File: config.mk
export PLATFORM = sky130hd
export DESIGN_NAME = fraction_arith_reduce_unit
export DESIGN_NICKNAME = d
export VERILOG_FILES = /design/src/rtl/faru_pkg.sv /design/src/rtl/fraction_arith_reduce_unit.sv /design/src/rtl/faru_dp.sv /design/src/rtl/faru_ctrl.sv
export VERILOG_INCLUDE_DIRS = /design/src /design/src/rtl
export SDC_FILE = /design/constraint.sdc
export NUM_CORES = 2
export LEC_CHECK = 0
export BUFFER_PORTS_ARGS = -buffer_cell sky130_fd_sc_hd__buf_2
export CORE_ASPECT_RATIO = 2
export CORE_UTILIZATION = 50
export CTS_CLUSTER_DIAMETER = 150
export DETAILED_ROUTE_END_ITERATION = 6
export PLACE_DENSITY_LB_ADDON = 0.15
export SYNTH_ARGS = -nofsm -noshare
export SYNTH_HDL_FRONTEND = slang
export SYNTH_SLANG_ARGS = --single-unit
export TNS_END_PERCENT = 20
File: constraint.sdc
create_clock -name clk -period 23.8 [get_ports clk]
set_input_delay 5.95 -clock clk [delete_from_list [all_inputs] [get_ports clk]]
set_output_delay 5.95 -clock clk [all_outputs]
set_load 0.1 [all_outputs]
File: src/rtl/fraction_arith_reduce_unit_macros.svh
// Assertion macros for the fraction arithmetic unit.
// Needs a clock named clk and a reset named rst in the using module.
`ifndef FRACTION_ARITH_REDUCE_UNIT_MACROS_SVH
`define FRACTION_ARITH_REDUCE_UNIT_MACROS_SVH
`ifndef SYNTHESIS
`define FARU_ASSERT_NEXT(lbl, ante, cons) \
  lbl: assert property (@(posedge clk) disable iff (rst) (ante) |=> (cons)) \
    else $error("assertion failed");
`define FARU_ASSERT_SAME(lbl, ante, cons) \
  lbl: assert property (@(posedge clk) disable iff (rst) (ante) |-> (cons)) \
    else $error("assertion failed");
`else
`define FARU_ASSERT_NEXT(lbl, ante, cons)
`define FARU_ASSERT_SAME(lbl, ante, cons)
`endif
`endif

File: src/rtl/faru_pkg.sv
// Shared types for the fraction arithmetic unit.
// No dependencies.
`timescale 1ns / 1ps
`default_nettype none
package faru_pkg;

  typedef enum logic [2:0] {
    KIND_ADD = 3'd0,
    KIND_SUB = 3'd1,
    KIND_MUL = 3'd2,
    KIND_DIV = 3'd3,
    KIND_INC = 3'd4,
    KIND_DEC = 3'd5,
    KIND_CMP = 3'd6
  } kind_t;

  typedef enum logic [1:0] {
    MSEL_FIRST  = 2'd0,
    MSEL_SECOND = 2'd1,
    MSEL_DEN    = 2'd2
  } mul_sel_t;

  typedef enum logic [3:0] {
    S_IDLE, S_MUL0, S_MUL1, S_MUL2, S_FORM, S_GCD, S_DINIT, S_DIV, S_FIN, S_DONE
  } state_t;

  typedef struct packed {
    logic     load;
    logic     mul_en;
    mul_sel_t mul_sel;
    logic     form;
    logic     gcd_step;
    logic     div_init;
    logic     div_step;
    logic     finish;
  } cmd_t;

  typedef struct packed {
    logic reduce;
    logic gcd_done;
  } status_t;

endpackage
`default_nettype wire

File: src/rtl/fraction_arith_reduce_unit.sv
// Top level of the fraction arithmetic unit with GCD reduction.
// Depends on faru_pkg, faru_ctrl, faru_dp and the assertion macro header.
//
//   channel   handshake      fields
//   input     start / busy   kind, num_a, den_a, num_b, den_b
//   result    done strobe    result_num, result_den, is_less, is_equal,
//                            is_greater, zero_den
//
// An item passes the multiply states S_MUL0, S_MUL1 and S_MUL2 on one shared
// multiplier, a form step, a binary GCD of one step per cycle (up to about 4*W
// steps, W = 2*VALUE_WIDTH+1 capped at 64), then W steps of two parallel
// restoring dividers and the result states S_FIN and S_DONE. Unreduced kinds
// skip GCD and divide. busy is high from acceptance to the done strobe.
// Synchronous reset returns the controller to idle. No output stall: the
// receiver takes each result in its done cycle.
`timescale 1ns / 1ps
`default_nettype none
`include "fraction_arith_reduce_unit_macros.svh"
module fraction_arith_reduce_unit #(
  parameter int VALUE_WIDTH = 16
) (
  input  wire logic                          clk,
  input  wire logic                          rst,
  input  wire logic                          start,
  output logic                               busy,
  input  wire logic [2:0]                    kind,
  input  wire logic signed [VALUE_WIDTH-1:0] num_a,
  input  wire logic signed [VALUE_WIDTH-1:0] den_a,
  input  wire logic signed [VALUE_WIDTH-1:0] num_b,
  input  wire logic signed [VALUE_WIDTH-1:0] den_b,
  output logic                               done,
  output logic signed [32:0]                 result_num,
  output logic signed [31:0]                 result_den,
  output logic                               is_less,
  output logic                               is_equal,
  output logic                               is_greater,
  output logic                               zero_den
);

  faru_pkg::cmd_t    cmd;
  faru_pkg::status_t status;

  faru_ctrl #(.VALUE_WIDTH(VALUE_WIDTH)) u_ctrl (
    .clk    (clk),
    .rst    (rst),
    .start  (start),
    .busy   (busy),
    .done   (done),
    .cmd    (cmd),
    .status (status)
  );

  faru_dp #(.VALUE_WIDTH(VALUE_WIDTH)) u_dp (
    .clk        (clk),
    .rst        (rst),
    .cmd        (cmd),
    .status     (status),
    .kind       (kind),
    .num_a      (num_a),
    .den_a      (den_a),
    .num_b      (num_b),
    .den_b      (den_b),
    .result_num (result_num),
    .result_den (result_den),
    .is_less    (is_less),
    .is_equal   (is_equal),
    .is_greater (is_greater),
    .zero_den   (zero_den)
  );

  `FARU_ASSERT_NEXT(a_accept_busy, start && !busy, busy)
  `FARU_ASSERT_NEXT(a_done_single, done, !done && !busy)
  `FARU_ASSERT_SAME(a_done_busy, done, busy)

endmodule
`default_nettype wire

File: src/rtl/faru_dp.sv
// Datapath: operand registers, shared multiplier, binary GCD and two dividers.
// Depends on faru_pkg and the assertion macro header.
`timescale 1ns / 1ps
`default_nettype none
`include "fraction_arith_reduce_unit_macros.svh"
module faru_dp #(
  parameter int VALUE_WIDTH = 16
) (
  input  wire logic                          clk,
  input  wire logic                          rst,
  input  wire faru_pkg::cmd_t                cmd,
  output faru_pkg::status_t                  status,
  input  wire logic [2:0]                    kind,
  input  wire logic signed [VALUE_WIDTH-1:0] num_a,
  input  wire logic signed [VALUE_WIDTH-1:0] den_a,
  input  wire logic signed [VALUE_WIDTH-1:0] num_b,
  input  wire logic signed [VALUE_WIDTH-1:0] den_b,
  output logic signed [32:0]                 result_num,
  output logic signed [31:0]                 result_den,
  output logic                               is_less,
  output logic                               is_equal,
  output logic                               is_greater,
  output logic                               zero_den
);

  localparam int PW = (2 * VALUE_WIDTH + 1 > 64) ? 64 : 2 * VALUE_WIDTH + 1;
  localparam int KW = $clog2(PW);
  localparam int MW = 2 * VALUE_WIDTH;

  logic [2:0]                    kind_r;
  logic signed [VALUE_WIDTH-1:0] na, da, nb, db;
  logic signed [MW-1:0]          p0, p1, p2;
  logic signed [PW-1:0]          rn, rd;
  logic                          sn, sd, reduce;
  logic [PW-1:0]                 ga, gb, g, qn, qd;
  logic [PW-1:0]                 remn, remd;
  logic [KW-1:0]                 k;
  logic                          lt, eq, gt;

  logic signed [VALUE_WIDTH-1:0] mul_a, mul_b;
  logic signed [MW-1:0]          prod;
  logic signed [PW-1:0]          rn_form, rd_form, rn_fin, rd_fin;
  logic [PW-1:0]                 mag_n, mag_d;
  logic [PW:0]                   shn, shd;

  always_comb begin
    unique case (cmd.mul_sel)
      faru_pkg::MSEL_FIRST: begin
        mul_a = na;
        mul_b = (kind_r == faru_pkg::KIND_MUL) ? nb : db;
      end
      faru_pkg::MSEL_SECOND: begin
        mul_a = nb;
        mul_b = da;
      end
      default: begin
        mul_a = da;
        mul_b = (kind_r == faru_pkg::KIND_DIV) ? nb : db;
      end
    endcase
  end

  assign prod = mul_a * mul_b;

  always_comb begin
    unique case (kind_r)
      faru_pkg::KIND_ADD: begin
        rn_form = PW'(p0) + PW'(p1);
        rd_form = PW'(p2);
      end
      faru_pkg::KIND_SUB: begin
        rn_form = PW'(p0) - PW'(p1);
        rd_form = PW'(p2);
      end
      faru_pkg::KIND_MUL, faru_pkg::KIND_DIV: begin
        rn_form = PW'(p0);
        rd_form = PW'(p2);
      end
      faru_pkg::KIND_INC: begin
        rn_form = PW'(na) + PW'(da);
        rd_form = PW'(da);
      end
      faru_pkg::KIND_DEC: begin
        rn_form = PW'(na) - PW'(da);
        rd_form = PW'(da);
      end
      default: begin
        rn_form = '0;
        rd_form = '0;
      end
    endcase
  end

  assign mag_n = rn_form[PW-1] ? PW'(-rn_form) : PW'(rn_form);
  assign mag_d = rd_form[PW-1] ? PW'(-rd_form) : PW'(rd_form);
  assign shn   = {remn, qn[PW-1]};
  assign shd   = {remd, qd[PW-1]};

  assign rn_fin = reduce ? (sn ? -$signed(qn) : $signed(qn)) : rn;
  assign rd_fin = reduce ? (sd ? -$signed(qd) : $signed(qd)) : rd;

  always_ff @(posedge clk) begin
    if (rst) begin
      reduce <= 1'b0;
    end else if (cmd.form) begin
      reduce <= (kind_r <= 3'(faru_pkg::KIND_DIV));
    end
  end

  always_ff @(posedge clk) begin
    if (cmd.load) begin
      kind_r <= kind;
      na     <= num_a;
      da     <= den_a;
      nb     <= num_b;
      db     <= den_b;
    end
    if (cmd.mul_en) begin
      unique case (cmd.mul_sel)
        faru_pkg::MSEL_FIRST:  p0 <= prod;
        faru_pkg::MSEL_SECOND: p1 <= prod;
        default:               p2 <= prod;
      endcase
    end
    if (cmd.form) begin
      rn <= rn_form;
      rd <= rd_form;
      sn <= rn_form[PW-1];
      sd <= rd_form[PW-1];
      ga <= (mag_n == '0 && mag_d == '0) ? PW'(1) : mag_n;
      gb <= mag_d;
      k  <= '0;
      lt <= (kind_r == faru_pkg::KIND_CMP) && (p0 < p1);
      eq <= (kind_r == faru_pkg::KIND_CMP) && (p0 == p1);
      gt <= (kind_r == faru_pkg::KIND_CMP) && (p0 > p1);
    end
    if (cmd.gcd_step) begin
      priority if (!ga[0] && !gb[0]) begin
        ga <= ga >> 1;
        gb <= gb >> 1;
        k  <= k + KW'(1);
      end else if (!ga[0]) begin
        ga <= ga >> 1;
      end else if (!gb[0]) begin
        gb <= gb >> 1;
      end else if (ga >= gb) begin
        ga <= ga - gb;
      end else begin
        gb <= gb - ga;
      end
    end
    if (cmd.div_init) begin
      g    <= (ga | gb) << k;
      qn   <= sn ? PW'(-rn) : PW'(rn);
      qd   <= sd ? PW'(-rd) : PW'(rd);
      remn <= '0;
      remd <= '0;
    end
    if (cmd.div_step) begin
      if (shn >= {1'b0, g}) begin
        remn <= PW'(shn - {1'b0, g});
        qn   <= {qn[PW-2:0], 1'b1};
      end else begin
        remn <= shn[PW-1:0];
        qn   <= {qn[PW-2:0], 1'b0};
      end
      if (shd >= {1'b0, g}) begin
        remd <= PW'(shd - {1'b0, g});
        qd   <= {qd[PW-2:0], 1'b1};
      end else begin
        remd <= shd[PW-1:0];
        qd   <= {qd[PW-2:0], 1'b0};
      end
    end
    if (cmd.finish) begin
      result_num <= 33'(rn_fin);
      result_den <= 32'(rd_fin);
      is_less    <= lt;
      is_equal   <= eq;
      is_greater <= gt;
      zero_den   <= (kind_r <= 3'(faru_pkg::KIND_DEC)) && (rd_fin == '0);
    end
  end

  assign status.reduce   = reduce;
  assign status.gcd_done = (ga == '0) || (gb == '0);

  `FARU_ASSERT_SAME(a_gcd_live, cmd.gcd_step, (ga != '0) && (gb != '0))

endmodule
`default_nettype wire

File: src/rtl/faru_ctrl.sv
// Controller: sequences multiply, form, GCD, divide and result steps.
// Depends on faru_pkg.
`timescale 1ns / 1ps
`default_nettype none
module faru_ctrl #(
  parameter int VALUE_WIDTH = 16
) (
  input  wire logic              clk,
  input  wire logic              rst,
  input  wire logic              start,
  output logic                   busy,
  output logic                   done,
  output faru_pkg::cmd_t         cmd,
  input  wire faru_pkg::status_t status
);

  localparam int PW = (2 * VALUE_WIDTH + 1 > 64) ? 64 : 2 * VALUE_WIDTH + 1;
  localparam int CW = $clog2(PW);

  faru_pkg::state_t state, state_next;
  logic [CW-1:0]    cnt, cnt_next;

  always_ff @(posedge clk) begin
    if (rst) begin
      state <= faru_pkg::S_IDLE;
      cnt   <= '0;
    end else begin
      state <= state_next;
      cnt   <= cnt_next;
    end
  end

  always_comb begin
    state_next = state;
    cnt_next   = cnt;
    cmd        = '0;
    cmd.mul_sel = faru_pkg::MSEL_FIRST;
    unique case (state)
      faru_pkg::S_IDLE: begin
        if (start) begin
          cmd.load   = 1'b1;
          state_next = faru_pkg::S_MUL0;
        end
      end
      faru_pkg::S_MUL0: begin
        cmd.mul_en = 1'b1;
        state_next = faru_pkg::S_MUL1;
      end
      faru_pkg::S_MUL1: begin
        cmd.mul_en  = 1'b1;
        cmd.mul_sel = faru_pkg::MSEL_SECOND;
        state_next  = faru_pkg::S_MUL2;
      end
      faru_pkg::S_MUL2: begin
        cmd.mul_en  = 1'b1;
        cmd.mul_sel = faru_pkg::MSEL_DEN;
        state_next  = faru_pkg::S_FORM;
      end
      faru_pkg::S_FORM: begin
        cmd.form   = 1'b1;
        state_next = faru_pkg::S_GCD;
      end
      faru_pkg::S_GCD: begin
        priority if (!status.reduce) begin
          state_next = faru_pkg::S_FIN;
        end else if (status.gcd_done) begin
          state_next = faru_pkg::S_DINIT;
        end else begin
          cmd.gcd_step = 1'b1;
        end
      end
      faru_pkg::S_DINIT: begin
        cmd.div_init = 1'b1;
        cnt_next     = '0;
        state_next   = faru_pkg::S_DIV;
      end
      faru_pkg::S_DIV: begin
        cmd.div_step = 1'b1;
        cnt_next     = cnt + CW'(1);
        if (cnt == CW'(PW - 1)) begin
          state_next = faru_pkg::S_FIN;
        end
      end
      faru_pkg::S_FIN: begin
        cmd.finish = 1'b1;
        state_next = faru_pkg::S_DONE;
      end
      default: begin
        state_next = faru_pkg::S_IDLE;
      end
    endcase
  end

  assign busy = (state != faru_pkg::S_IDLE);
  assign done = (state == faru_pkg::S_DONE);

endmodule
`default_nettype wire
==> reports/results.md <==
| Item | Value | Unit |
|:---|:---|:---|
| Storage cell area | 15630 | um^2 |
| Clock Sink Count | 548 | - |
| CTS max path bufs | 3 | - |
| Final critical-path share of the clock period | 40.75 | % |
| Worst Setup EP | u_dp.p2[31]$_DFFE_PP_ | - |
| Average wire per cell in the routed design | 29.30 | um |
| Dominant cell type by count on the critical path | fa_1 | - |
| Final GP Congestion | 1.135 | - |
| EDFF count, synth | 465 | - |
| Worst min-delay path class | reg -> reg | - |
| Multi-input gate area in the final layout | 32660 | um^2 |
| Half-perimeter wire length of the detailed placement result | 168700 | um |
| Number of I/O pins | 141 | - |
| Register-to-Register Setup Slack | 14.10 | ns |
| Clock skew | 0.07538 | ns |
| Class of the most critical setup path | reg -> reg | - |
| Share of layout cells above drive strength 1 | 8.186 | % |
| DIE WIDTH | 229.2 | um |
| Measured slew at the worst slew-check pin | 1.559 | ns |
| Critical Path End Type | register | - |
| Number of nets in the layout | 6509 | - |
| Cts repair resizes | 0 | - |
| Xor-xnor portion of the synthesized cell area | 5.923 | % |
| Cell family with the largest share of critical-path delay | compound AO/OA/AOI/OAI gates | - |
| Most common library cell in the layout ignoring fill and taps | inv_1 | - |
| Routed vias | 45020 | - |
| Grt ovf | 0 | - |
| Mapped Nets | 6513 | - |
| Via density | 6.236 | - |
| Number of nets with antenna violations after routing | 0 | - |
| Max stage delay cell, worst path | edfxtp_1 | - |
| Basic-gate share of the synthesized area counting and, or, nand and nor cells | 17.09 | % |
| Layout-stage area growth over the synthesis result | 7.756 | % |
| Reg-to-reg critical path startpoint | u_dp.kind_r[1]$_DFFE_PP_ | - |
| Sequential fraction of the synthesis area | 30.28 | % |
| Number of standard cells after synthesis | 5821 | - |
| Highest clock frequency the design can meet | 0.1031 | GHz |
| Arrival time reported for the critical path endpoint | 10.10 | ns |
| Final-report hold violation count | 0 | - |
| Post-detailed-routing wire length | 211500 | um |
| Category of the worst setup path launch point | register | - |
| Worst-path clk slew | 0.07 | ns |
| Worst relative slew slack | -5.005 | % |
| Wire length of the first global-routing pass | 304800 | um |
| Worst stage delay on the critical path | 0.98 | ns |
| Number of rows created at floorplan | 166 | - |
| Root Buffer Master | clkbuf_16 | - |
| Commonest non-fill, non-tap cells in the layout | inv_1, nor2_1, nand2_1, edfxtp_1, a21oi_1 | - |
| Stages on the worst setup path | 30 | - |
| Skew-Pair Late Insertion Delay | 0.75 | ns |
| Worst Hold Depth | 0 | - |
| Placeable core area | 102400 | um^2 |
| Number of fill cells in the layout | 9564 | - |
| Asr flop ratio synth | 0 | % |
| Synth Register Bits | 548 | - |
| Final worst path period need | 9.698 | ns |
| Global-route usage over all layers | 40.44 | % |
| Maximum level of the CTS H-tree | 2 | - |
| Starting density of the core | 50.40 | % |
| Main combinational cell family by area after synthesis | adder cells | - |
| Number of remaining DRC errors | 0 | - |
| Post-Syn Area | 51600 | um^2 |
| TritonCTS clock tree | yes | - |
| Mux share of post-synthesis cell area | 2.832 | % |
| FF-to-FF path depth | 30 | - |
| Count of buffers added by post-CTS timing repair for setup | 0 | - |
| Total negative slack for setup checks | 0 | ns |
| Synth cell types | 121 | - |
| Antenna violations before repair | 27 | - |
| Run status | finished with violations | - |
| Die Height | 456.3 | um |
| Pin count of the biggest net entering global routing | 91 | - |
| Violations in the final reports | capacitance limit, slew limit | - |
| Area fraction in compound gates after synthesis | 18.15 | % |
| Iteration-0 DRC Markers | 3045 | - |
| Timing startpoint of the critical path | u_dp.kind_r[1]$_DFFE_PP_ | - |
| Post-synthesis share of cell area spent on full adders, half adders and majority gates | 19.01 | % |
| Cts bufs inserted | 56 | - |
| Cts-stage hold buffer count | 0 | - |
| Setup repair after global routing missed its margin | false | - |
| Max-Cap Viols | 3 | - |
| Syn Area/Cell | 8.865 | um^2 |
| Area of the die | 104600 | um^2 |
| Via count of the first global-routing pass | 47120 | - |
| Count of final setup violators | 0 | - |
| Slew Limit Fails | 4 | - |
| Drt pass-1 iters | 5 | - |
| Reg2reg end | u_dp.p2[31]$_DFFE_PP_ | - |
| Most frequently used flop master after synthesis | edfxtp_1 | - |
| Required time of the critical path | 24.20 | ns |
| Input/output buffers | 140 | - |
| Crit path buffers/inverters | 4 | - |
| Yosys synthesis warning count | 0 | - |
| Top fanout value on the critical path | 29 | - |
## how the worst min path moves through the flow
stage	startpoint	end	slack, ns
4_1_cts	u_dp.lt$_DFFE_PP_	u_dp.is_less$_DFFE_PP_	0.45
2_1_floorplan	u_dp.eq$_DFFE_PP_	u_dp.is_equal$_DFFE_PP_	0.40
5_1_grt	u_dp.lt$_DFFE_PP_	u_dp.is_less$_DFFE_PP_	0.45
3_3_place_gp	u_dp.lt$_DFFE_PP_	u_dp.is_less$_DFFE_PP_	0.43
3_5_place_dp	u_dp.lt$_DFFE_PP_	u_dp.is_less$_DFFE_PP_	0.43
6_report	u_dp.lt$_DFFE_PP_	u_dp.is_less$_DFFE_PP_	0.45
## cell type report
| cell class | instances | area share (%) |
|---|---|---|
| multi-input cells | 4377 | 58.73 |
| inverters | 600 | 4.064 |
| clock buffers | 63 | 2.585 |
| repair buffers | 234 | 2.529 |
| flip-flops and latches | 548 | 28.11 |
| clock inverters | 42 | 0.9068 |
| well taps | 1344 | 3.024 |
| diodes | 11 | 0.04950 |
## synthesized netlist by cell type (all sizes together), types with 55 or more instances
library cell | n | area share, %
a211oi | 59 | 0.91
a21o | 70 | 1.0
a21oi | 452 | 4.4
buf | 72 | 0.72
clkbuf | 224 | 1.6
dfxtp | 83 | 3.2
edfxtp | 465 | 27
fa | 270 | 10
ha | 352 | 8.5
inv | 598 | 4.3
mux2i | 83 | 1.6
nand2 | 554 | 4.0
nand2b | 61 | 0.74
nand3 | 112 | 1.1
nor2 | 567 | 4.1
nor2b | 74 | 0.90
nor3 | 112 | 1.1
nor4 | 55 | 0.68
o21ai | 293 | 2.9
o31ai | 57 | 0.85
or3 | 56 | 0.68
xnor2 | 192 | 3.3
xor2 | 157 | 2.7
## per-layer routing
metal | GRT usage (%) | vias up | wire [um]
li1 | - | 20470 | -
met1 | 32.40 | 21860 | 59870
met2 | 74.54 | 1748 | 110700
met3 | 9.422 | 926 | 12600
met4 | 45.59 | 14 | 28240
met5 | 0 | - | 87
## metrics by stage
| step | hold slack [ns] | setup WS, ns | instances | utilization, % | instance area [um^2] |
|---|---|---|---|---|---|
| after global placement | 0.4280 | 14.35 | 7102 | 52.35 | 53610 |
| after floorplan | 0.4003 | 13.78 | 5821 | - | 51600 |
| after CTS | 0.4451 | 14.13 | 7207 | 54.25 | 55550 |
| final | 0.4458 | 14.10 | 7219 | 54.31 | 55610 |
| after detailed placement | 0.4293 | 14.19 | 7102 | 52.35 | 53610 |
| after global routing | 0.4465 | 13.48 | 7214 | 54.29 | 55590 |
## cells by family after synthesis
| kind of cell | count (synthesis) |
|---|---|
| AO/OA/AOI/OAI | 1434 |
| XOR/XNOR | 349 |
| adder cells (fa/ha/maj) | 622 |
| buffers and inverters | 896 |
| flip-flops | 548 |
| multiplexers | 120 |
| AND/OR/NAND/NOR | 1852 |
Power is left out: the tool's default activity adds up to more than one toggle a clock period on the data nets, which glitch-free logic cannot reach.
